==> src/hw/rtl/tcrm_pkg.sv <==
`default_nettype none

package tcrm_pkg;

    // Depth of each running window (valid range 3 to 15).
    localparam int WINDOW = 5;

    localparam int SAMPLE_W = 12;
    localparam int CHANNELS = 3;

    // Slot pointer and rank counts both hold values 0 .. WINDOW-1.
    localparam int SLOT_W = (WINDOW > 1) ? $clog2(WINDOW) : 1;
    localparam int RANK_W = SLOT_W;

    // Rank of the selected element; the upper median for an even window.
    localparam int MEDIAN_RANK = WINDOW / 2;

    // Channel positions within the packed window set.
    localparam int CH_PEDAL_A = 0;
    localparam int CH_PEDAL_B = 1;
    localparam int CH_BRAKE   = 2;

    typedef logic [SAMPLE_W-1:0] sample_t;
    typedef logic [SLOT_W-1:0]   slot_t;
    typedef logic [RANK_W-1:0]   rank_t;

    typedef sample_t [WINDOW-1:0]   window_t;
    typedef window_t [CHANNELS-1:0] window_set_t;
    typedef sample_t [CHANNELS-1:0] sample_set_t;

endpackage

`default_nettype wire

==> src/hw/rtl/tcrm_sample_if.sv <==
`default_nettype none

interface tcrm_sample_if;

    logic                  valid;
    logic                  ready;
    tcrm_pkg::sample_t     pedal_a_sample;
    tcrm_pkg::sample_t     pedal_b_sample;
    tcrm_pkg::sample_t     brake_sample;

    modport source (
        output valid,
        input  ready,
        output pedal_a_sample,
        output pedal_b_sample,
        output brake_sample
    );

    modport sink (
        input  valid,
        output ready,
        input  pedal_a_sample,
        input  pedal_b_sample,
        input  brake_sample
    );

endinterface

`default_nettype wire

==> src/hw/rtl/tcrm_median_if.sv <==
`default_nettype none

interface tcrm_median_if;

    logic                  valid;
    logic                  ready;
    tcrm_pkg::sample_t     pedal_a_median;
    tcrm_pkg::sample_t     pedal_b_median;
    tcrm_pkg::sample_t     brake_median;

    modport source (
        output valid,
        input  ready,
        output pedal_a_median,
        output pedal_b_median,
        output brake_median
    );

    modport sink (
        input  valid,
        output ready,
        input  pedal_a_median,
        input  pedal_b_median,
        input  brake_median
    );

endinterface

`default_nettype wire

==> src/hw/rtl/tcrm_window.sv <==
`default_nettype none

// Three circular sample windows sharing one write slot pointer.
module tcrm_window (
    input  wire logic                  clk,
    input  wire logic                  rst_n,
    input  wire logic                  write,
    input  wire tcrm_pkg::sample_set_t samples,
    output tcrm_pkg::window_set_t      windows
);

    tcrm_pkg::window_set_t windows_reg;
    tcrm_pkg::window_set_t windows_next;
    tcrm_pkg::slot_t       slot_reg;
    tcrm_pkg::slot_t       slot_next;

    always_comb
    begin
        windows_next = windows_reg;
        slot_next    = slot_reg;
        if (write)
        begin
            for (int c = 0; c < tcrm_pkg::CHANNELS; c++)
            begin
                windows_next[c][slot_reg] = samples[c];
            end
            if (slot_reg == tcrm_pkg::slot_t'(tcrm_pkg::WINDOW - 1))
            begin
                slot_next = '0;
            end
            else
            begin
                slot_next = slot_reg + tcrm_pkg::slot_t'(1);
            end
        end
    end

    // The windows are state that the medians depend on, so reset clears them.
    always_ff @(posedge clk or negedge rst_n)
    begin
        if (!rst_n)
        begin
            windows_reg <= '0;
            slot_reg    <= '0;
        end
        else
        begin
            windows_reg <= windows_next;
            slot_reg    <= slot_next;
        end
    end

    assign windows = windows_reg;

    a_slot_in_range: assert property (
        @(posedge clk) disable iff (!rst_n)
        slot_reg <= tcrm_pkg::slot_t'(tcrm_pkg::WINDOW - 1)
    ) else $error("write slot left the window range");

endmodule

`default_nettype wire

==> src/hw/rtl/tcrm_median.sv <==
`default_nettype none

// Rank selection: each element counts the entries ordered before it, with
// ties broken by position, so the ranks form a permutation and exactly one
// element carries the median rank.
module tcrm_median (
    input  wire tcrm_pkg::window_t window,
    output tcrm_pkg::sample_t      median
);

    logic [tcrm_pkg::WINDOW-1:0] ahead [tcrm_pkg::WINDOW];
    tcrm_pkg::rank_t             rank  [tcrm_pkg::WINDOW];
    logic [tcrm_pkg::WINDOW-1:0] hit;

    always_comb
    begin
        median = '0;
        for (int i = 0; i < tcrm_pkg::WINDOW; i++)
        begin
            for (int j = 0; j < tcrm_pkg::WINDOW; j++)
            begin
                if (j < i)
                begin
                    ahead[i][j] = (window[j] <= window[i]);
                end
                else if (j > i)
                begin
                    ahead[i][j] = (window[j] < window[i]);
                end
                else
                begin
                    ahead[i][j] = 1'b0;
                end
            end
            rank[i] = tcrm_pkg::rank_t'($countones(ahead[i]));
            hit[i]  = (rank[i] == tcrm_pkg::rank_t'(tcrm_pkg::MEDIAN_RANK));
            median  = median | ({tcrm_pkg::SAMPLE_W{hit[i]}} & window[i]);
        end
    end

endmodule

`default_nettype wire

==> src/hw/rtl/three_channel_running_median.sv <==
`default_nettype none

// Channel    Modport   Payload (12 bits unsigned each)
// samples    sink      pedal_a_sample, pedal_b_sample, brake_sample
// medians    source    pedal_a_median, pedal_b_median, brake_median
//
// One request is taken every cycle while the sample channel is not stalled;
// its samples enter the windows first and its medians the result register next.
// The window registers act as the input register, the medians are formed
// by the rank network between them and the result register.
// Reset clears all three windows and the slot pointer at once, so the
// zeros count in the median until they have been overwritten.
// The sample channel stalls only while the result register holds medians
// that have not been taken and a further request still waits to be ranked.
module three_channel_running_median (
    input  wire logic      clk,
    input  wire logic      rst_n,
    tcrm_sample_if.sink    samples,
    tcrm_median_if.source  medians
);

    // Set while the windows hold the state left by a request whose medians
    // have not yet been captured in the result register.
    logic pending_reg;
    logic pending_next;
    logic out_valid_reg;
    logic out_valid_next;

    logic accept;
    logic advance;

    tcrm_pkg::sample_set_t in_samples;
    tcrm_pkg::window_set_t windows;
    tcrm_pkg::sample_set_t medians_comb;
    tcrm_pkg::sample_set_t medians_reg;

    // The rank stage moves on when a request is pending and the result register is
    // empty or is being emptied in this cycle.
    assign advance = pending_reg && (!out_valid_reg || medians.ready);

    // A new request may overwrite the windows in the same cycle that the
    // old window contents are ranked, since the result register samples
    // the medians of the contents before the edge.
    assign samples.ready = !pending_reg || advance;
    assign accept        = samples.valid && samples.ready;

    assign in_samples[tcrm_pkg::CH_PEDAL_A] = samples.pedal_a_sample;
    assign in_samples[tcrm_pkg::CH_PEDAL_B] = samples.pedal_b_sample;
    assign in_samples[tcrm_pkg::CH_BRAKE]   = samples.brake_sample;

    tcrm_window u_window (
        .clk     (clk),
        .rst_n   (rst_n),
        .write   (accept),
        .samples (in_samples),
        .windows (windows)
    );

    // One rank network per channel, all working in parallel.
    for (genvar c = 0; c < tcrm_pkg::CHANNELS; c++)
    begin : g_median
        tcrm_median u_median (
            .window (windows[c]),
            .median (medians_comb[c])
        );
    end

    always_comb
    begin
        pending_next   = pending_reg;
        out_valid_next = out_valid_reg;
        if (advance)
        begin
            out_valid_next = 1'b1;
        end
        else if (medians.ready)
        begin
            out_valid_next = 1'b0;
        end
        if (accept)
        begin
            pending_next = 1'b1;
        end
        else if (advance)
        begin
            pending_next = 1'b0;
        end
    end

    always_ff @(posedge clk or negedge rst_n)
    begin
        if (!rst_n)
        begin
            pending_reg   <= 1'b0;
            out_valid_reg <= 1'b0;
        end
        else
        begin
            pending_reg   <= pending_next;
            out_valid_reg <= out_valid_next;
        end
    end

    // Result payload needs no reset: it is qualified by the valid flag.
    always_ff @(posedge clk)
    begin
        if (advance)
        begin
            medians_reg <= medians_comb;
        end
    end

    assign medians.valid          = out_valid_reg;
    assign medians.pedal_a_median = medians_reg[tcrm_pkg::CH_PEDAL_A];
    assign medians.pedal_b_median = medians_reg[tcrm_pkg::CH_PEDAL_B];
    assign medians.brake_median   = medians_reg[tcrm_pkg::CH_BRAKE];

    a_accept_pends: assert property (
        @(posedge clk) disable iff (!rst_n)
        accept |=> pending_reg
    ) else $error("accepted request left no pending median");

    a_advance_fills: assert property (
        @(posedge clk) disable iff (!rst_n)
        advance |=> out_valid_reg
    ) else $error("ranked medians were not presented");

    a_full_holds_windows: assert property (
        @(posedge clk) disable iff (!rst_n)
        (pending_reg && out_valid_reg && !medians.ready) |=> $stable(windows)
    ) else $error("windows changed while the pipeline was full");

endmodule

`default_nettype wire
==> src/flat_wrapper.sv <==
// flat-port wrapper written by rule: the top's interface ports become plain ports
module three_channel_running_median_flat 
  (clk, rst_n, samples_valid, samples_ready, samples_pedal_a_sample, samples_pedal_b_sample, samples_brake_sample, medians_valid, medians_ready, medians_pedal_a_median, medians_pedal_b_median, medians_brake_median);
  tcrm_sample_if samples_i ();
  tcrm_median_if medians_i ();
  input  wire logic clk;
  input  wire logic rst_n;
  input wire logic [$bits(samples_i.valid)-1:0] samples_valid;
  output wire logic [$bits(samples_i.ready)-1:0] samples_ready;
  input wire logic [$bits(samples_i.pedal_a_sample)-1:0] samples_pedal_a_sample;
  input wire logic [$bits(samples_i.pedal_b_sample)-1:0] samples_pedal_b_sample;
  input wire logic [$bits(samples_i.brake_sample)-1:0] samples_brake_sample;
  output wire logic [$bits(medians_i.valid)-1:0] medians_valid;
  input wire logic [$bits(medians_i.ready)-1:0] medians_ready;
  output wire logic [$bits(medians_i.pedal_a_median)-1:0] medians_pedal_a_median;
  output wire logic [$bits(medians_i.pedal_b_median)-1:0] medians_pedal_b_median;
  output wire logic [$bits(medians_i.brake_median)-1:0] medians_brake_median;
  assign samples_i.valid = samples_valid;
  assign samples_ready = samples_i.ready;
  assign samples_i.pedal_a_sample = samples_pedal_a_sample;
  assign samples_i.pedal_b_sample = samples_pedal_b_sample;
  assign samples_i.brake_sample = samples_brake_sample;
  assign medians_valid = medians_i.valid;
  assign medians_i.ready = medians_ready;
  assign medians_pedal_a_median = medians_i.pedal_a_median;
  assign medians_pedal_b_median = medians_i.pedal_b_median;
  assign medians_brake_median = medians_i.brake_median;
  three_channel_running_median u_core (.clk(clk), .rst_n(rst_n), .samples(samples_i), .medians(medians_i));
endmodule
==> config.mk <==
export PLATFORM = sky130hd
export DESIGN_NAME = three_channel_running_median_flat
export DESIGN_NICKNAME = d
export VERILOG_FILES = /design/src/hw/rtl/tcrm_pkg.sv /design/src/hw/rtl/tcrm_sample_if.sv /design/src/hw/rtl/tcrm_median_if.sv /design/src/hw/rtl/tcrm_window.sv /design/src/hw/rtl/tcrm_median.sv /design/src/hw/rtl/three_channel_running_median.sv /design/src/flat_wrapper.sv
export SDC_FILE = /design/constraint.sdc
export NUM_CORES = 1
export LEC_CHECK = 0
export BUFFER_PORTS_ARGS = -buffer_cell sky130_fd_sc_hd__clkbuf_2
export CORE_MARGIN = 3
export CORE_UTILIZATION = 69
export DETAILED_ROUTE_END_ITERATION = 8
export GPL_TIMING_DRIVEN = 1
export MAX_ROUTING_LAYER = met4
export PLACE_DENSITY = 0.88
export SYNTH_ARGS = -nofsm -noshare
export SYNTH_HDL_FRONTEND = slang
export SYNTH_SLANG_ARGS = --single-unit
==> constraint.sdc <==
create_clock -name clk -period 7 [get_ports clk]
set_input_delay 1.4 -clock clk [delete_from_list [all_inputs] [get_ports clk]]
set_output_delay 1.4 -clock clk [all_outputs]
set_load 0.02 [all_outputs]
Word level (Yosys, flattened, before mapping)
Cells that the tools add are included.

Add/sub/neg operators: 46. $lt $le $gt $ge: 62. Equal/unequal tests: 16. Multiplexer cells: 10. Bitwise logic cells: 27. Reductions and logical operators: 9.

Operators with widths (count): 12-bit <= comparator (30); 12-bit less-than comparator (30); 12-bit AND (15); 60-bit bitwise mux (3); 12-bit bitwise OR (12); 3-bit by 2-bit == test with 1-bit output, second input constant (15); 1-bit by 1-bit adder with 2-bit output (18); 3-bit by 1-bit adder with 3-bit output (12); 12-bit demux with 3-bit select (1); 1-bit by 2-bit adder with 3-bit output (6); 2-bit by 1-bit adder with 3-bit output (6); 12-bit 2-to-1 mux (1); 2-bit by 2-bit adder with 3-bit output (3); 3-bit by 4-bit less-than comparator with 1-bit output, second input constant (1); 1-bit 2-to-1 mux (4); 2-bit nonzero test (2); 3-bit by 1-bit adder with 3-bit output, second input constant (1); 3-bit == test, second input constant (1); 3-bit by 1-bit greater-or-equal comparator with 1-bit output, second input constant (1); 1-bit logical AND (3); 3-bit 2-to-1 mux (1); 1-bit zero test (2); 1-bit logical OR (2).

Bits in registers: 221. Input bits: 40. Output and inout port bits: 38.

Longest topological paths before layout
Gate-level depths: netlist of the first run.

Depth after elaboration: 10. Gate-level depth with buffers: 16. Gate-level depth less buffers: 15.

Cells and area by module
From an unflattened synthesis of the first run, not the netlist that was laid out.

Cell total of the unflattened synthesis: 1693. Area, all modules: 18367.6 µm².

By module, submodules not included: tcrm_window (instances 1, cells an instance 399, area an instance 6924.1 µm²); tcrm_median (u_core.g_median[2].u_median) (instances 1, cells an instance 415, area an instance 3435.8 µm²); tcrm_median (u_core.g_median[0].u_median) (instances 1, cells an instance 413, area an instance 3413.3 µm²); tcrm_median (u_core.g_median[1].u_median) (instances 1, cells an instance 422, area an instance 3409.5 µm²); three_channel_running_median (instances 1, cells an instance 44, area an instance 1184.9 µm²).

Least setup slack after synthesis of the first run
OpenSTA, ideal clock, no wires.

Path kind: register to register. Start: reg u_core.u_window.windows_reg, in the netlist u_core.u_window.windows[13]. End: reg u_core.medians_reg, in the netlist u_core.medians.pedal_a_median[10], data pin. Setup time: 0.265 ns. Arrival time: 3.163 ns. Data required time: 6.735 ns. Slack: 3.571 ns. Stages on the path, launching flop included: 14. Path buffers: 1. Path through: dfrtp_1 ha_1 nor2b_1 o211ai_1 a211oi_1 a2111oi_0 nor2_1 fa_1 ha_1 ha_1 nor3b_1 clkbuf_1 a222oi_1 nand2_1.

Cells in the longest elaborated chain, start to end: 10. Elaborated cells between the ends (all ways): 35.

RTL lines: from (decl) (line tcrm_window.sv:12) `tcrm_pkg::window_set_t windows_reg;`; from (signal assigned) (line tcrm_window.sv:48) `windows_reg <= windows_next;`; 12-bit less-than comparator (line tcrm_median.sv:28) `ahead[i][j] = (window[j] < window[i]);`; 1-bit by 1-bit adder with 2-bit output (not written as such) (line tcrm_median.sv:35) `rank[i] = tcrm_pkg::rank_t'($countones(ahead[i]));`; 1-bit by 2-bit adder with 3-bit output (not written as such) (line tcrm_median.sv:35); 3-bit by 1-bit adder with 3-bit output (not written as such) (line tcrm_median.sv:35); 3-bit by 2-bit == test with 1-bit output (line tcrm_median.sv:36) `hit[i] = (rank[i] == tcrm_pkg::rank_t'(tcrm_pkg::MEDIAN_RANK));`; 12-bit AND (line tcrm_median.sv:37) `median = median | ({tcrm_pkg::SAMPLE_W{hit[i]}} & window[i]);`; 12-bit bitwise OR (3 in series) (line tcrm_median.sv:37); 12-bit bitwise OR (*) (line tcrm_median.sv:37); via u_core.g_median[0].u_median.median[10] (line tcrm_median.sv:8) `output tcrm_pkg::sample_t median`; to (signal assigned) (line three_channel_running_median.sv:109) `medians_reg <= medians_comb;`; to (decl) (line three_channel_running_median.sv:35) `tcrm_pkg::sample_set_t medians_reg;`.

The timed path passes the listed nets; every way through them passes the cells marked *. A chain may end at the register's enable or synchronous reset.

Worst setup path in the final report of the first run
Start: reg u_core.u_window.windows_reg, in the netlist u_core.u_window.windows[93]. End: reg u_core.medians_reg, in the netlist u_core.medians.pedal_b_median[10], data pin.

Cells in the longest elaborated chain, start to end: 10. Elaborated cells between the ends (all ways): 35.

RTL lines (line): 12-bit less-than comparator (tcrm_median.sv:28); 1-bit by 1-bit adder with 2-bit output (not written as such) (tcrm_median.sv:35); 1-bit by 2-bit adder with 3-bit output (not written as such) (tcrm_median.sv:35); 3-bit by 1-bit adder with 3-bit output (not written as such) (tcrm_median.sv:35); 3-bit by 2-bit == test with 1-bit output (tcrm_median.sv:36); 12-bit AND (tcrm_median.sv:37); 12-bit bitwise OR (3 in series) (tcrm_median.sv:37); 12-bit bitwise OR (*) (tcrm_median.sv:37); via u_core.g_median[1].u_median.median[10] (tcrm_median.sv:8).

Marked as above.

==> metrics.md, run 1 <==
| Metric | Value |
|---|---|
| Status | `finished, final reports clean` |
| Routed vias | `between 10000 and 15000` |
| Design Area, Final | `19600 sq um` |
| Final setup margin | `~2.5 ns` |
| Final period utilization | `around 64%` |
| Count leader, synth | `ha_1` |
| Syn Std Cell Area | `~18000 sq um` |
| Final setup viols | `0` |
| Synth top area share | `between 20% and 30%` |
| CP dominant cell by count | `ha_1` |
| CP Data Required Time | `between 7 and 8 ns` |
| Seq/Total Area, Yosys | `31.8%` |
| CP max stage delay | `roughly 1.0 ns` |
| Worst-Skew Late Latency | `around 0.55 ns` |
| M1 WL | `roughly 21000 um` |
| I/O pin cnt | `78` |
| Worst hold slack | `roughly 0.54 ns` |
| DR top layer | `met4` |
| Synth async-reset ratio | `between 80% and 90%` |
| Slew HR | `between 10% and 20%` |
| Post-synthesis register bit count | `221` |
| Fin. Hold Viols | `0` |
| Unrepaired setup endpoints after global routing | `no` |
| WP buf/inv | `2` |
| Final wirelength | `between 50000 and 60000 um` |
| Synth area leaders | `ha_1, dfrtp_1, mux2_2` |
| DRC violations left | `0` |
| Die X | `about 170 um` |
| RD Place Congestion | `1.01` |
| Rows | `58` |
| Layout cells sized above 1 | `between 10% and 20%` |
| Synth Flop Type | `dfrtp_1` |
| Wire length per cell | `about 23 um` |
| Mean post-synth cell area | `between 10 and 15 sq um` |
| DR vias/cell | `6.73` |
| WP data arrival | `slightly below 5 ns` |
| Clk slew on worst S/H paths | `about 0.060 ns` |
| All-Layer GR Usage | `a little under two fifths` |
| Max Slew Vio Count | `0` |
| Synth top cells by count | `ha_1, dfrtp_1, inv_1` |
| Die Ht | `between 150 and 200 um` |
| Yosys Warn Count | `0` |
| Total Nets Final | `2248` |
| Crit path max fanout | `7` |
| Initial Utilization | `70.7%` |
| H-tree depth | `1` |
| Sequence of cells on the critical path | `inv_1 -> ha_1 -> a21o_1 -> a21o_1 -> a21oi_1 -> o21ai_0 -> o22a_1 -> ha_1 -> xor2_1 -> ha_1 -> ha_1 -> nor3b_1 -> buf_4 -> a222oi_1 -> nand2_1` |
| CTS tree | `yes` |
| TritonRoute pass-1 iters | `7` |
| Crit path max-delay cell type | `nor3b_1` |
| Routed wl met2 | `between 20000 and 25000 um` |
| Maximum clock rate | `approximately 220 MHz` |
| Synth Instances | `1712` |
| Max reg flops | `180` |
| Post-CTS Resized | `0` |
| Number of post-CTS setup repair buffers | `0` |
| Synth area leader | `ha_1` |
| Worst slack at placement | `between 2 and 3 ns` |
| Largest net degree at the start of global routing | `about 120` |
| Initial drt markers | `1389` |
| Setup Skew | `around 0.0074 ns` |
| Largest delay contributor family on the critical path | `simple AND/OR/NAND/NOR gates` |
| Root Buffer | `clkbuf_16` |
| Post-detail-place hpwl | `36800 um` |
| Area grow syn2layout | `8.97%` |
| Post-synth EDFFs | `36` |
| Placed Area | `roughly 19000 sq um` |
| Longest Clk Path Bufs | `3` |
| Detail Route met3 WL | `3850 um` |
| PortBufs | `77` |
| Core ar. | `25400 sq um` |
| Hold buffer count at CTS | `0` |
| Startpoint Class | `register` |
| Fillers | `around 1700` |
| Critical Path Sink Type | `register` |
| Overflow after GRT | `0` |
| Slew of the pin with the lowest slew margin | `around 1.3 ns` |
| Global-route wire length before repair | `79800 um` |
| Mapped Nets | `~2200` |
| Maxcap violations | `0` |
| Setup TNS | `0 ns` |
| CTS buffer count | `25` |
| Clk sinks | `around 220` |
| Crit Path Class | `reg2reg` |
| Tmin final | `around 4.5 ns` |
| Vias in the first global route | `approximately 15000` |
| Hold Crit Class | `reg2reg` |
| Antenna Violating Nets Remaining | `0` |
| Die area | `between 20000 and 30000 sq um` |
| Yosys cell types | `44` |
| Initial antenna violation count | `1` |
[path summary, 6_finish.rpt]
check | startpoint | endpoint | slack [ns] | cells past startpoint
hold reg to reg | u_core.u_window.windows[57] | u_core.u_window.windows[57] | 0.54 | 1
setup / recovery | u_core.u_window.windows[93] | u_core.medians.pedal_b_median[10] | 2.50 | 15
min in group asynchronous | rst_n | u_core.u_window.windows[174] | 0.95 | 1
max in group asynchronous | rst_n | u_core.u_window.windows[155] | 4.62 | 2
setup reg to reg | u_core.u_window.windows[93] | u_core.medians.pedal_b_median[10] | 2.50 | 15
hold / removal | u_core.u_window.windows[57] | u_core.u_window.windows[57] | 0.54 | 1
[cell families (layout without fill, tap and decap cells)]
logic type / after synthesis / count (layout) / synth area share, %
AO/OA/AOI/OAI: 421 / 421 / 15.6
adder cells (fa/ha/maj): 407 / 407 / 28.8
AND/OR/NAND/NOR: 323 / 323 / 10.0
flip-flops: 221 / 221 / 31.8
buffers and inverters: 190 / 297 / 4.44
multiplexers: 144 / 144 / 9.04
XOR/XNOR: 6 / 6 / 0.293
other: 0 / 1 / 0
[layout make-up]
type / instances / area [sq um] / share of cell area [%]
Tap cell: 330 / 413 / 2.11
Clock buffer: 36 / 727 / 3.72
Inverter: 155 / 582 / 2.97
Multi-Input combinational cell: 1301 / 11500 / 58.6
Sequential cell: 221 / 5710 / 29.2
Timing Repair Buffer: 97 / 544 / 2.78
Antenna cell: 1 / 2.50 / 0.0128
Clock inverter: 9 / 124 / 0.633
[cells in the final DEF, fill, tap and decap left out, types with 16 or more instances in the layout]
cell type  count
nand3_1       23
o22ai_1       16
buf_4         20
nor2b_1       27
edfxtp_1      36
nand2_1       83
mux2_2       144
a22oi_1       44
clkbuf_16     25
or2_2         24
ha_1         398
a21o_1       106
dfrtp_1      185
nand2b_1      27
o21ai_0       77
inv_1        155
a21oi_1       96
nor2_1        21
clkbuf_2      76
nand4_1       87
a222oi_1      28
[layer usage]
metal | up-vias | GRT usage, %
met1 | 6997 | 50.0
li1 | 6656 | -
met4 | 0 | 13.1
met2 | 703 | 58.0
met3 | 120 | 3.80
met5 | - | -
[stage by stage]
stage | cells | utilization (%)
floorplan | 1712 | -
global placement | 2104 | 73.6
detailed placement | 2104 | 73.6
CTS | 2149 | 77.0
global route | 2150 | 77.0
finish | 2150 | 77.0
[worst register-to-register path, cell delays in order, from the launching register on]
cell	delay (ns)
dfrtp_1	0.45
inv_1	0.13
ha_1	0.32
a21o_1	0.18
a21o_1	0.19
a21oi_1	0.25
o21ai_0	0.17
o22a_1	0.21
ha_1	0.30
xor2_1	0.17
ha_1	0.21
ha_1	0.26
nor3b_1	1.01
buf_4	0.33
a222oi_1	0.10
nand2_1	0.11
Power of run 1 is left out: the tool's default activity adds up to more than one toggle a clock period on the data nets, which glitch-free logic cannot reach.
==> run 2, diff against run 1 <==
--- a/config.mk
+++ b/config.mk
@@ -7,11 +7,11 @@
 export LEC_CHECK = 0
 export BUFFER_PORTS_ARGS = -buffer_cell sky130_fd_sc_hd__clkbuf_2
 export CORE_MARGIN = 3
-export CORE_UTILIZATION = 69
+export CORE_UTILIZATION = 64
 export DETAILED_ROUTE_END_ITERATION = 8
 export GPL_TIMING_DRIVEN = 1
 export MAX_ROUTING_LAYER = met4
-export PLACE_DENSITY = 0.88
+export PLACE_DENSITY = 0.82
 export SYNTH_ARGS = -nofsm -noshare
 export SYNTH_HDL_FRONTEND = slang
 export SYNTH_SLANG_ARGS = --single-unit
==> constraint.sdc (replaced) <==
create_clock -name clk -period 4.4 [get_ports clk]
set_input_delay 0.88 -clock clk [delete_from_list [all_inputs] [get_ports clk]]
set_output_delay 0.88 -clock clk [all_outputs]
set_load 0.02 [all_outputs]
==> run 2 against run 1 <==
Effect of this change:
- design area is 1.5% higher
- routed wire length is 0.25% lower
- first-iteration DRC count is 4.8% higher
- critical path type unchanged
- largest cell class unchanged
==> metrics.md, run 2 (synthesized netlist as in run 1, its figures left out) <==
| Metric | Value |
|---|---|
| Global-route wire length before repair | `80900 um (+1.3%)` |
| Final setup margin | `0.153 ns (-2.35 ns)` |
| Total Nets Final | `2273 (+1.1%)` |
| Worst slack at placement | `-0.0580 ns (-2.73 ns)` |
| Most common cell after layout, fill and taps aside | `ha_1` |
| Setup Skew | `0.0114 ns (+0.00400 ns)` |
| Routed wl met2 | `23700 um (+0.79%)` |
| Fillers | `1990 (+18%)` |
| WP data arrival | `4.67 ns (-0.24 ns)` |
| Die Ht | `173 um (+3.7%)` |
| Rows | `60 (+3.4%)` |
| Die area | `30100 sq um (+7.5%)` |
| Most frequent cells in the layout | `ha_1, dfrtp_1, inv_1` |
| RD Place Congestion | `1.05 (+3.6%)` |
| Area grow syn2layout | `10.6%` |
| Number of post-CTS setup repair buffers | `0 (unchanged)` |
| Max Slew Vio Count | `0 (unchanged)` |
| Routed vias | `14500 (+0.16%)` |
| Crit path max fanout | `7 (unchanged)` |
| Worst-Skew Late Latency | `0.55 ns (about the same)` |
| Tmin final | `4.25 ns (-0.253 ns)` |
| CTS buffer count | `26 (+4.0%)` |
| Slew of the pin with the lowest slew margin | `1.10 ns (-0.205 ns)` |
| Core ar. | `27300 sq um (+7.3%)` |
| Final period utilization | `96.5% (+32 points)` |
| Final std cells w/o fill | `2221 (+3.3%)` |
| Root Buffer | `clkbuf_16` |
| Status | `finished, final reports clean` |
| Slew HR | `26.5% (+14 points)` |
| Largest net degree at the start of global routing | `94 (-20%)` |
| Crit Path Class | `reg2reg` |
| Maxcap violations | `0 (unchanged)` |
| Final wirelength | `50300 um (-0.25%)` |
| Initial Utilization | `65.9% (-4.8 points)` |
| Unrepaired setup endpoints after global routing | `no` |
| Startpoint Class | `register` |
| All-Layer GR Usage | `34.3% (-2.5 points)` |
| M1 WL | `20800 um (-2.4%)` |
| Longest Clk Path Bufs | `3 (unchanged)` |
| Critical Path Sink Type | `register` |
| DR top layer | `met4` |
| CTS tree | `yes` |
| Final setup viols | `0 (unchanged)` |
| Max reg flops | `180 (unchanged)` |
| Maximum clock rate | `235 MHz (+6.0%)` |
| Clk sinks | `221 (unchanged)` |
| Fin. Hold Viols | `0 (unchanged)` |
| PortBufs | `77 (unchanged)` |
| Die X | `173 um (+3.7%)` |
| I/O pin cnt | `78 (unchanged)` |
| Post-detail-place hpwl | `37600 um (+2.1%)` |
| Initial drt markers | `1456 (+4.8%)` |
| DRC violations left | `0 (unchanged)` |
| TritonRoute pass-1 iters | `8 (+1)` |
| Wire length per cell | `22.6 um (-3.4%)` |
| H-tree depth | `1 (unchanged)` |
| Antenna Violating Nets Remaining | `0 (unchanged)` |
| Clk slew on worst S/H paths | `0.06 ns (about the same)` |
| DR vias/cell | `6.53 (-3.0%)` |
| Vias in the first global route | `15100 (+3.8%)` |
| Overflow after GRT | `0 (unchanged)` |
| Detail Route met3 WL | `3420 um (-11%)` |
| Placed cell count | `2170 (+3.1%)` |
| Hold Crit Class | `in2async` |
| Initial antenna violation count | `3 (+2)` |
| CP Data Required Time | `4.82 ns (-2.59 ns)` |
| Layout cells sized above 1 | `19.0% (+1.5 points)` |
==> run 2: cell type report <==
cell class                 count  area [sq um]  share of cell area (%)
multi-input combinational   1301         11500                    57.9
sequential                   221          5710                    28.8
timing repair buffer         121           749                    3.78
clock buffer                  33           718                    3.62
inverter                     155           582                    2.93
tap                          372           465                    2.35
clock inverter                15           128                   0.643
antenna                        3          7.51                  0.0378
==> run 2: stage by stage <==
stage	instance area (sq um)	hold slack (ns)	setup TNS (ns)	utilization [%]
finish	19800	0.381	0	72.8
CTS	19800	0.418	0	72.7
global route	19800	0.459	0	72.8
floorplan	17900	0.502	0	-
detailed placement	19000	0.525	-0.249	69.6
global placement	19000	0.515	0	69.6
==> run 2: repair_timing <==
action | 4_1_cts | 5_1_grt
gates cloned | 0 | 0
resized for setup | 2 | 3
hold buffers | 0 | 0
endpoints found under the setup margin | 5 | 20
==> run 2: worst max-delay path, stage by stage, from the launching register on <==
cell      delay (ns)
dfrtp_1         0.44
inv_1           0.11
ha_1            0.30
nor2b_1         0.14
o21ai_0         0.16
nand2b_1        0.08
a21oi_1         0.22
o21ai_0         0.14
o22a_1          0.21
ha_1            0.30
xor2_1          0.17
ha_1            0.22
ha_1            0.26
nor3b_1         0.88
buf_4           0.31
a222oi_1        0.10
nand2_1         0.08
==> run 2: final timing paths <==
| check | startpoint | to | slack, ns | cells past startpoint |
|---|---|---|---|---|
| worst max-delay path | u_core.u_window.windows[145] | u_core.medians.brake_median[9] | 0.15 | 16 |
| worst min-delay path | rst_n | u_core.u_window.windows[27] | 0.38 | 1 |
| worst max register to register | u_core.u_window.windows[145] | u_core.medians.brake_median[9] | 0.15 | 16 |
| worst min register to register | u_core.u_window.windows[111] | u_core.u_window.windows[111] | 0.53 | 1 |
| max in group asynchronous | rst_n | u_core.u_window.windows[97] | 3.14 | 2 |
| min in group clk | u_core.u_window.windows[111] | u_core.u_window.windows[111] | 0.53 | 1 |
==> run 2: metal layers <==
metal,global-route usage (%),vias up
met5,-,-
met4,14.8,0
met3,5.12,165
met2,55.0,594
met1,43.4,7032
li1,-,6708
Power of run 2 is left out for the same reason.
